## config.mk

```make
export PLATFORM = sky130hd
export DESIGN_NAME = refcounted_probe_table_core
export DESIGN_NICKNAME = d
export VERILOG_FILES = /design/src/rtl/core/rpt_pkg.sv /design/src/rtl/core/refcounted_probe_table_core.sv /design/src/rtl/core/rpt_dp.sv /design/src/rtl/core/rpt_ctrl.sv
export SDC_FILE = /design/constraint.sdc
export NUM_CORES = 1
export LEC_CHECK = 0
export ABC_AREA = 1
export BUFFER_PORTS_ARGS = -buffer_cell sky130_fd_sc_hd__buf_2
export CAP_MARGIN = 10
export CELL_PAD_IN_SITES_DETAIL_PLACEMENT = 0
export CELL_PAD_IN_SITES_GLOBAL_PLACEMENT = 1
export CORE_ASPECT_RATIO = 1.1
export CORE_MARGIN = 2
export CORE_UTILIZATION = 45
export CTS_CLUSTER_DIAMETER = 40
export CTS_CLUSTER_SIZE = 14
export DETAILED_ROUTE_END_ITERATION = 10
export PLACE_DENSITY_LB_ADDON = 0.1
export SYNTH_ARGS = -nofsm -noshare
export SYNTH_HDL_FRONTEND = slang
export SYNTH_SLANG_ARGS = --single-unit
```

## constraint.sdc

```tcl
create_clock -name clk -period 6.4 [get_ports clk]
set_clock_uncertainty 0.15 [all_clocks]
set_input_delay 0.96 -clock clk [delete_from_list [all_inputs] [get_ports clk]]
set_output_delay 0.96 -clock clk [all_outputs]
set_load 0.01 [all_outputs]
```

## src/rtl/core/rpt_pkg.sv

```systemverilog
// Shared types and constants of the reference-counted probe table.
// Used by the datapath, the controller, the top level and the checker.
package rpt_pkg;

    localparam int SLOTS       = 4;
    localparam int SLOT_W      = $clog2(SLOTS);
    localparam int KEY_W       = 32;
    localparam int COUNT_W     = 16;
    localparam int ACTION_W    = 2;
    localparam int TAG_W       = 2;
    localparam int IN_TDATA_W  = ((ACTION_W + KEY_W + 7) / 8) * 8;
    localparam int OUT_TDATA_W = ((1 + SLOT_W + COUNT_W + 7) / 8) * 8;

    typedef logic [SLOT_W-1:0]  slot_idx_t;
    typedef logic [KEY_W-1:0]   key_t;
    typedef logic [COUNT_W-1:0] count_t;
    typedef logic [TAG_W-1:0]   tag_t;

    // Slot tags; the fourth code is never written and behaves as a tombstone.
    localparam tag_t TAG_EMPTY = 2'd0;
    localparam tag_t TAG_LIVE  = 2'd1;
    localparam tag_t TAG_TOMB  = 2'd2;

    localparam count_t COUNT_MAX = '1;

    typedef enum logic [ACTION_W-1:0] {
        ACT_ADD      = 2'd0,
        ACT_REMOVE   = 2'd1,
        ACT_CONTAINS = 2'd2,
        ACT_NONE     = 2'd3
    } action_t;

    typedef enum logic [2:0] {
        FIN_FAIL,
        FIN_ADD_HIT,
        FIN_ADD_CLAIM,
        FIN_REMOVE,
        FIN_CONTAINS
    } fin_t;

    typedef enum logic [1:0] {
        ST_IDLE,
        ST_PROBE,
        ST_FINISH
    } state_t;

    typedef struct packed {
        logic load;
        logic step;
        logic latch_fin;
        fin_t fin;
        logic commit;
    } rpt_cmd_t;

    typedef struct packed {
        logic    bad_item;
        action_t action;
        logic    live_hit;
        logic    is_empty;
        logic    free_any;
        logic    last_idx;
        logic    out_free;
    } rpt_status_t;

endpackage

```

## src/rtl/core/refcounted_probe_table_core.sv

```systemverilog
// Top level of the reference-counted probe table.
// Depends on rpt_pkg, rpt_ctrl and rpt_dp.
//
//  Channel   Direction  Word contents (lowest bit first)
//  s_*       in         action[1:0], key[33:2], zero pad to 40 bits
//  m_*       out        ok[0], slot_hit[2:1], ref_count[18:3], zero pad to 24 bits
//
// One word is taken in an idle cycle, then the slots are probed one per cycle
// from slot 0, and the finish step updates the slot and the output register.
// The output register lets a result wait while the next word is taken.
// A stalled output holds the finish cycle until the register frees up.
// Reset clears the slot store and the controller at once.
module refcounted_probe_table_core
(
    input  logic                             clk,
    input  logic                             rst_n,
    input  logic                             s_tvalid,
    output logic                             s_tready,
    input  logic [rpt_pkg::IN_TDATA_W-1:0]   s_tdata,   // action, key
    output logic                             m_tvalid,
    input  logic                             m_tready,
    output logic [rpt_pkg::OUT_TDATA_W-1:0]  m_tdata    // ok, slot_hit, ref_count
);
    import rpt_pkg::*;

    rpt_cmd_t    cmd;
    rpt_status_t status;

    rpt_ctrl u_ctrl
    (
        .clk      (clk),
        .rst_n    (rst_n),
        .s_tvalid (s_tvalid),
        .s_tready (s_tready),
        .status   (status),
        .cmd      (cmd)
    );

    rpt_dp u_dp
    (
        .clk      (clk),
        .rst_n    (rst_n),
        .s_tdata  (s_tdata),
        .m_tready (m_tready),
        .cmd      (cmd),
        .status   (status),
        .m_tvalid (m_tvalid),
        .m_tdata  (m_tdata)
    );

endmodule

```

## src/rtl/core/rpt_dp.sv

```systemverilog
// Datapath of the probe table: slot store, probe pointer, finish update and
// the output word register. Depends on rpt_pkg; steered by rpt_ctrl.
module rpt_dp
(
    input  logic                             clk,
    input  logic                             rst_n,
    input  logic [rpt_pkg::IN_TDATA_W-1:0]   s_tdata,
    input  logic                             m_tready,
    input  rpt_pkg::rpt_cmd_t                cmd,
    output rpt_pkg::rpt_status_t             status,
    output logic                             m_tvalid,
    output logic [rpt_pkg::OUT_TDATA_W-1:0]  m_tdata
);
    import rpt_pkg::*;

    key_t      slot_key_reg   [SLOTS];
    tag_t      slot_tag_reg   [SLOTS];
    count_t    slot_count_reg [SLOTS];

    action_t   act_reg;
    key_t      key_reg;
    slot_idx_t idx_reg;
    logic      free_found_reg;
    slot_idx_t free_idx_reg;
    fin_t      fin_reg;
    slot_idx_t tgt_reg;

    logic      out_valid_reg;
    logic      out_ok_reg;
    slot_idx_t out_slot_reg;
    count_t    out_count_reg;

    tag_t      cur_tag;
    logic      live_hit;
    logic      non_live;
    slot_idx_t free_sel;
    count_t    tgt_count;
    logic      fin_ok;
    count_t    fin_count;
    logic      wr_count_en;
    logic      wr_tag_en;
    tag_t      wr_tag;
    logic      wr_key_en;

    // Probe of the slot under the pointer.
    always_comb
    begin
        cur_tag  = slot_tag_reg[idx_reg];
        live_hit = (cur_tag == TAG_LIVE) && (slot_key_reg[idx_reg] == key_reg);
        non_live = (cur_tag != TAG_LIVE);
        free_sel = free_found_reg ? free_idx_reg : idx_reg;
    end

    always_comb
    begin
        status.bad_item = (key_reg == '0) || (act_reg == ACT_NONE);
        status.action   = act_reg;
        status.live_hit = live_hit;
        status.is_empty = (cur_tag == TAG_EMPTY);
        status.free_any = free_found_reg || non_live;
        status.last_idx = (idx_reg == SLOT_W'(SLOTS - 1));
        status.out_free = !out_valid_reg || m_tready;
    end

    // Update of the chosen slot once the probe has settled.
    always_comb
    begin
        tgt_count   = slot_count_reg[tgt_reg];
        fin_ok      = 1'b0;
        fin_count   = '0;
        wr_count_en = 1'b0;
        wr_tag_en   = 1'b0;
        wr_tag      = TAG_LIVE;
        wr_key_en   = 1'b0;
        case (fin_reg)
            FIN_ADD_HIT:
            begin
                if (tgt_count != COUNT_MAX)
                begin
                    fin_ok      = 1'b1;
                    fin_count   = tgt_count + 1'b1;
                    wr_count_en = 1'b1;
                end
            end
            FIN_ADD_CLAIM:
            begin
                fin_ok      = 1'b1;
                fin_count   = count_t'(1);
                wr_count_en = 1'b1;
                wr_tag_en   = 1'b1;
                wr_key_en   = 1'b1;
            end
            FIN_REMOVE:
            begin
                if (tgt_count != '0)
                begin
                    fin_ok      = 1'b1;
                    fin_count   = tgt_count - 1'b1;
                    wr_count_en = 1'b1;
                    wr_tag_en   = 1'b1;
                    wr_tag      = (fin_count == '0) ? TAG_TOMB : TAG_LIVE;
                end
            end
            FIN_CONTAINS:
            begin
                fin_ok    = 1'b1;
                fin_count = tgt_count;
            end
            default:
            begin
                fin_ok = 1'b0;
            end
        endcase
    end

    // Slot store, cleared at reset.
    always_ff @(posedge clk or negedge rst_n)
    begin
        if (!rst_n)
        begin
            for (int i = 0; i < SLOTS; i++)
            begin
                slot_key_reg[i]   <= '0;
                slot_tag_reg[i]   <= TAG_EMPTY;
                slot_count_reg[i] <= '0;
            end
        end
        else if (cmd.commit)
        begin
            if (wr_count_en)
            begin
                slot_count_reg[tgt_reg] <= fin_count;
            end
            if (wr_tag_en)
            begin
                slot_tag_reg[tgt_reg] <= wr_tag;
            end
            if (wr_key_en)
            begin
                slot_key_reg[tgt_reg] <= key_reg;
            end
        end
    end

    // Request and probe registers.
    always_ff @(posedge clk)
    begin
        if (cmd.load)
        begin
            act_reg        <= action_t'(s_tdata[ACTION_W-1:0]);
            key_reg        <= s_tdata[ACTION_W+KEY_W-1:ACTION_W];
            idx_reg        <= '0;
            free_found_reg <= 1'b0;
        end
        else if (cmd.step)
        begin
            idx_reg <= idx_reg + 1'b1;
            if (non_live && !free_found_reg)
            begin
                free_found_reg <= 1'b1;
                free_idx_reg   <= idx_reg;
            end
        end
        if (cmd.latch_fin)
        begin
            fin_reg <= cmd.fin;
            tgt_reg <= (cmd.fin == FIN_ADD_CLAIM) ? free_sel : idx_reg;
        end
    end

    // Output word register.
    always_ff @(posedge clk or negedge rst_n)
    begin
        if (!rst_n)
        begin
            out_valid_reg <= 1'b0;
        end
        else if (cmd.commit)
        begin
            out_valid_reg <= 1'b1;
        end
        else if (m_tready)
        begin
            out_valid_reg <= 1'b0;
        end
    end

    always_ff @(posedge clk)
    begin
        if (cmd.commit)
        begin
            out_ok_reg    <= fin_ok;
            out_slot_reg  <= fin_ok ? tgt_reg : '0;
            out_count_reg <= fin_count;
        end
    end

    assign m_tvalid = out_valid_reg;
    assign m_tdata  = OUT_TDATA_W'({out_count_reg, out_slot_reg, out_ok_reg});

endmodule

```

## src/rtl/core/rpt_ctrl.sv

```systemverilog
// Controller of the probe table: sequences accept, probe and finish.
// Depends on rpt_pkg; drives rpt_dp through command and status structs.
module rpt_ctrl
(
    input  logic                 clk,
    input  logic                 rst_n,
    input  logic                 s_tvalid,
    output logic                 s_tready,
    input  rpt_pkg::rpt_status_t status,
    output rpt_pkg::rpt_cmd_t    cmd
);
    import rpt_pkg::*;

    state_t state_reg;
    state_t state_next;
    logic   probe_done;
    fin_t   probe_fin;

    // What the current probe decides: stop with an outcome, or move on.
    always_comb
    begin
        probe_done = 1'b1;
        probe_fin  = FIN_FAIL;
        if (!status.bad_item)
        begin
            case (status.action)
                ACT_ADD:
                begin
                    if (status.live_hit)
                    begin
                        probe_fin = FIN_ADD_HIT;
                    end
                    else if (status.last_idx)
                    begin
                        probe_fin = status.free_any ? FIN_ADD_CLAIM : FIN_FAIL;
                    end
                    else
                    begin
                        probe_done = 1'b0;
                    end
                end
                ACT_REMOVE:
                begin
                    if (status.live_hit)
                    begin
                        probe_fin = FIN_REMOVE;
                    end
                    else if (!status.is_empty && !status.last_idx)
                    begin
                        probe_done = 1'b0;
                    end
                end
                ACT_CONTAINS:
                begin
                    if (status.live_hit)
                    begin
                        probe_fin = FIN_CONTAINS;
                    end
                    else if (!status.is_empty && !status.last_idx)
                    begin
                        probe_done = 1'b0;
                    end
                end
                default:
                begin
                    probe_fin = FIN_FAIL;
                end
            endcase
        end
    end

    always_comb
    begin
        state_next = state_reg;
        case (state_reg)
            ST_IDLE:
            begin
                if (s_tvalid)
                begin
                    state_next = ST_PROBE;
                end
            end
            ST_PROBE:
            begin
                if (probe_done)
                begin
                    state_next = ST_FINISH;
                end
            end
            ST_FINISH:
            begin
                if (status.out_free)
                begin
                    state_next = ST_IDLE;
                end
            end
            default:
            begin
                state_next = ST_IDLE;
            end
        endcase
    end

    always_comb
    begin
        s_tready      = 1'b0;
        cmd.load      = 1'b0;
        cmd.step      = 1'b0;
        cmd.latch_fin = 1'b0;
        cmd.fin       = probe_fin;
        cmd.commit    = 1'b0;
        case (state_reg)
            ST_IDLE:
            begin
                s_tready = 1'b1;
                cmd.load = s_tvalid;
            end
            ST_PROBE:
            begin
                cmd.step      = !probe_done;
                cmd.latch_fin = probe_done;
            end
            ST_FINISH:
            begin
                cmd.commit = status.out_free;
            end
            default:
            begin
                s_tready = 1'b0;
            end
        endcase
    end

    always_ff @(posedge clk or negedge rst_n)
    begin
        if (!rst_n)
        begin
            state_reg <= ST_IDLE;
        end
        else
        begin
            state_reg <= state_next;
        end
    end

endmodule

```

* Word-level counts from Yosys, hierarchy flattened
Cells that the tools add are included.
** Word-level totals
- Register bits after elaboration :: 266
- Input port bits :: 44
- Logic and storage cells :: 133
** Operators by class
- $add $sub $neg :: 3
- Order comparisons :: 3
- Equality and inequality tests :: 18
- Mux-type cells :: 55
- Bitwise operators :: 3
- Reductions and logical operators :: 27
** Operators with widths (count)
- $bwmux 128 :: 1
- $mux 32 :: 3
- $mux 16 :: 5
- $bmux 32 s2 :: 1
- $bwmux 64 :: 1
- $demux 32 s2 :: 1
- $pmux 16 s4 :: 1
- $bmux 16 s2 :: 1
- $demux 16 s2 :: 1
- $eq 32x32->1 :: 1
- $logic_not 32->1 :: 1
- $mux 2 :: 14
- $add 16x1->16 const B :: 1
- $logic_not 16->1 :: 1
- $ne 16x16->1 const B :: 1
- $reduce_bool 16->1 :: 1
- $sub 16x1->16 const B :: 1
- $mux 1 :: 13
- $mux 3 :: 4
- $eq 3x2->1 const B :: 3
- $pmux 3 s3 :: 1
- $bwmux 8 :: 1
- $eq 2x2->1 const B :: 4
- $reduce_and 2->1 :: 4
- other kinds (22) :: 43

* Depth between registers and ports, before layout
- Word-level depth :: 14
- Gate-level depth with buffers :: 19
- Depth with buffers taken out :: 18

* Modules after synthesis
A second synthesis with hierarchy kept.
** Unflattened totals
- Cells, all modules :: 1637
- Area total of the unflattened synthesis :: 13233.9 µm²
** Modules (own cells, without submodules)
- rpt_dp :: times used 1, cells an instance 1601, area each 13001.2 µm², seq. area each 6891.6 µm²
- rpt_ctrl :: times used 1, cells an instance 36, area each 232.7 µm², seq. area each 50.0 µm²

* Least setup slack after synthesis
Ideal clock, no wire load.
- Path type :: flip-flop to flip-flop
- From :: register u_dp.tgt_reg[1]
- To :: register u_dp.slot_count_reg[23] in the netlist's numbering
- Data arrival time :: 2.548 ns
- Required time :: 6.133 ns
- Slack :: 3.585 ns
- Stages on the path, launching flop included :: 19
- Path buffers :: 2
- Period minus slack after synthesis :: 2.815 ns
- Path through :: edfxtp_1 -> inv_2 -> nor2_8 -> buf_6 -> nand2_1 -> nand2_1 -> nor2_1 -> ha_1 -> nand3_1 -> inv_2 -> nand2_2 -> o21a_4 -> nor2_4 -> nand2_4 -> nand3_4 -> inv_2 -> buf_6 -> nand2_1 -> nand2_1
** On the way
- Cells in the longest elaborated chain, start to end :: 8
** RTL lines
- from (decl) :: line rpt_dp.sv:26 : slot_idx_t tgt_reg;
- from (signal assigned) :: line rpt_dp.sv:167 : tgt_reg <= (cmd.fin == FIN_ADD_CLAIM) ? free_sel : idx_reg;
- $not 2->3 (not written as such) * :: line rpt_dp.sv:68, rpt_dp.sv:132
- $bmux 16 s2 :: line rpt_dp.sv:68 : tgt_count = slot_count_reg[tgt_reg];
- $mux 16 (not written as such) (2 in series) :: line rpt_dp.sv:68
- $sub 16x1->16 (tied with other cells) :: line rpt_dp.sv:98 : fin_count = tgt_count - 1'b1;
- $mux 16 (tied with other cells) :: line rpt_dp.sv:95 : if (tgt_count != '0)
- $pmux 16 s4 or $pmux 1 s3 (tied branches) :: line rpt_dp.sv:75 : case (fin_reg)
- $bwmux 64 or $reduce_and 2->1 (tied branches)
- to (signal, indexed assignment) :: line rpt_dp.sv:132 : slot_count_reg[tgt_reg] <= fin_count;
- to (decl) :: line rpt_dp.sv:18 : count_t slot_count_reg [SLOTS];
Mark *: on every way between the ends. The rest lies on a longest branch, timed or not. The select of a mux whose other input is x is not followed.
A chain may end at the register's enable or synchronous reset.

* Final worst setup path
- From :: register u_dp.tgt_reg[0]
- To :: register u_dp.slot_count_reg[60] in the netlist's numbering
The elaborated chain is that of the path after synthesis.

==> impl_metrics.toml <==
[yosys]
ys_ff_latch = 266
yosys.area_share.simple = 0.3434
yosysMostFrequentCell = "nand2_1"
synthCells = 1715
synth_compound_area_frac = 0.06927
syn_area_mm2 = 0.01348
synth-async-reset-ratio = 0.7632
synth_edf_count = 60
yosys_warnings = 0
synth_common_cells = "753 x nand2_1, 203 x dfrtp_1, 156 x o21ai_0"
synth_top_family_by_area = "simple AND/OR/NAND/NOR gates"
yosysSeqAreaShare = 0.5151
synth_cell_types = 46
ys.flop_type = "dfrtp_1"
synth_mux_area_frac = 0
syn_avg_cell_area_um2 = 7.857
yosys.area.top_type = "dfrtp_1"
synth_xor_xnor_area_share = 0.008449
synth_fa_ha_area_frac = 0.007428
yosys.area.top_type_share = 0.3770
synth_area_leaders = "dfrtp_1 38%, nand2_1 21%, edfxtp_1 13%"

[placement]
io_buffers = 58
dp_worst_setup_slack_ns = 2.254
dp_hpwl_um = 24630
place_area_mm2 = 0.01403
globalplace.congestion = 0.9190

[die]
dieArea_mm2 = 0.03135
die_width_um = 169.0
start_util = 0.4558
rows = 66
dieHeight_um = 185.5
core_mm2 = 0.02956
pin_count = 70

[route]
drc = 0
drt_wl_total_um = 37690
drtPass1Iterations = 5
antenna_left = 0
route.vias.total = 11191
routed_via_density = 5.150
drt_iter0_markers = 785
routedWlPerCell_um = 17.34

[global_route]
antenna_found_initial = 0
grt_start_max_net_pins = 110
grt_pass1_vias = 10912
grtUsageTotal = 0.2480
grt_pass1_wl_um = 60640
overflow = 0

[worst_setup_path]
crit_required_ns = 6.62
crit_arrival_ns = 4.29
crit_chain = "buf_4 -> inv_1 -> nor2_2 -> nand2_1 -> nand2_1 -> nor2_4 -> ha_1 -> nand3_1 -> inv_2 -> nand2_2 -> o21a_4 -> nor2_4 -> nand2_4 -> nand2_1 -> nor2_2 -> o21ai_0"
crit_path_max_fanout = 15
end_kind = "flop"
critPathKind = "flop to flop"
slowest_stage = "nor2_2"
cpMostUsedCell = "nand2_1"
critPathLaunchType = "flop"
critPathMaxStageDelay_ns = 0.69

[cts]
cts_tree = "built"
cts_resized = 0
htree_levels = 2
post_cts_buffers = 0
clk_pin_slew_worst_paths_ns = 0.05
clock_sinks = 266
cts_made_buffers = 42
clock_latency_ns = 0.53
cts_hold_buf = 0
cts_root_buf = "clkbuf_16"
clk_path_buf_depth = 3

[timing]
fin_ws_ns = 2.330
min_period_ns = 4.070
hold_viol = 0
rsz0062_at_grt = "no"
clock.fmax_mhz = 245.7
slew_violations = 0
slew-limit-headroom = 0.2990
hold_slack_ns = 0.3284
tns_ns = 0
worst_slew_pin_slew_ns = 1.049
finalCritPeriodShare = 0.6360
setup_viol = 0

[final_layout]
fin_area_mm2 = 0.01537
num_antenna_cells = 0
nets = 1819
drive_above_1_share = 0.1162
synthToLayoutAreaGrowth_pct = 14.07
largest_reg_flops = 128

[status]
status = "finished clean"

[power]
power.leakage_nw = 7.467
power.density_mw_per_mm2 = 496.7
ir_drop_uv = 246.3

[hold_path]
hold_path_class = "flop to flop"

[flow_run]
cap_violations = 0
## power breakdown
part           internal [mW]  switching [mW]
clock                   1.33           0.807
sequential              2.28           0.252
combinational          0.870            2.10
## critical path: cells and delay by family (launching register included)
kind | cells | cell delay, ns
buffers and inverters | 3 | 0.58
and+or+nand+nor | 10 | 2.16
AOI/OAI and AO/OA | 2 | 0.46
DFF | 1 | 0.32
adders and majority gates | 1 | 0.25
## placed cells by master, fill, tap and decap left out, types with 10 or more instances in the layout
cell	netlist	layout
xor2_1	12	12
nor2_2	10	10
edfxtp_1	60	60
nand4_1	27	27
inv_1	83	83
o21ai_0	156	156
nor2_4	12	13
dfrtp_1	203	203
nand2_1	753	753
nand3_2	7	11
clkbuf_16	0	44
nor2_1	93	92
buf_4	10	16
buf_2	11	57
nand3_1	149	145
## layer usage
layer	up-vias	track usage	wire (um)
li1	5632	-	-
met5	-	0	0
met2	208	0.4510	18990
met3	65	0.02934	1150
met4	0	0.07350	1089
met1	5286	0.3112	16460
## final cells by class
cell class	count	area [um^2]
timing repair buffer	74	419.2
fill	2982	14190
multi-input combinational	1285	5826
clock buffer	52	1151
clock inverter	24	193.9
tap	374	467.9
inverter	98	370.4
sequential	266	6943
## metrics by stage
| stage | utilization | power (mW) | std cells |
|---|---|---|---|
| 6_report | 0.5199 | 7.634 | 2173 |
| 5_1_grt | 0.5199 | 8.205 | 2173 |
| 4_1_cts | 0.5199 | 7.691 | 2173 |
| 3_5_place_dp | 0.4744 | 5.514 | 2097 |
| 3_3_place_gp | 0.4744 | 5.479 | 2097 |
| 2_1_floorplan | - | 4.618 | 1719 |
## worst paths after layout
| check | from | end | slack, ns | depth (start not counted) |
|---|---|---|---|---|
| max | u_dp.tgt_reg[0] | u_dp.slot_count_reg[60] | 2.33 | 16 |
| min | u_dp.slot_count_reg[50] | u_dp.slot_count_reg[50] | 0.33 | 2 |
| max reg2reg | u_dp.tgt_reg[0] | u_dp.slot_count_reg[60] | 2.33 | 16 |
| min reg2reg | u_dp.slot_count_reg[50] | u_dp.slot_count_reg[50] | 0.33 | 2 |
| max in group asynchronous | rst_n | u_dp.slot_count_reg[55] | 4.36 | 2 |
| min in group asynchronous | rst_n | u_dp.slot_count_reg[43] | 0.42 | 1 |
## cells by family (layout without fill, tap and decap cells)
kind of cell	after synthesis	count (layout)
AND/OR/NAND/NOR	1080	1080
flip-flops	266	266
AO/OA/AOI/OAI	179	179
buffers and inverters	168	248
XOR/XNOR	13	13
adder cells (fa/ha/maj)	8	8
other	1	5
(Power assumes the default switching activity.)
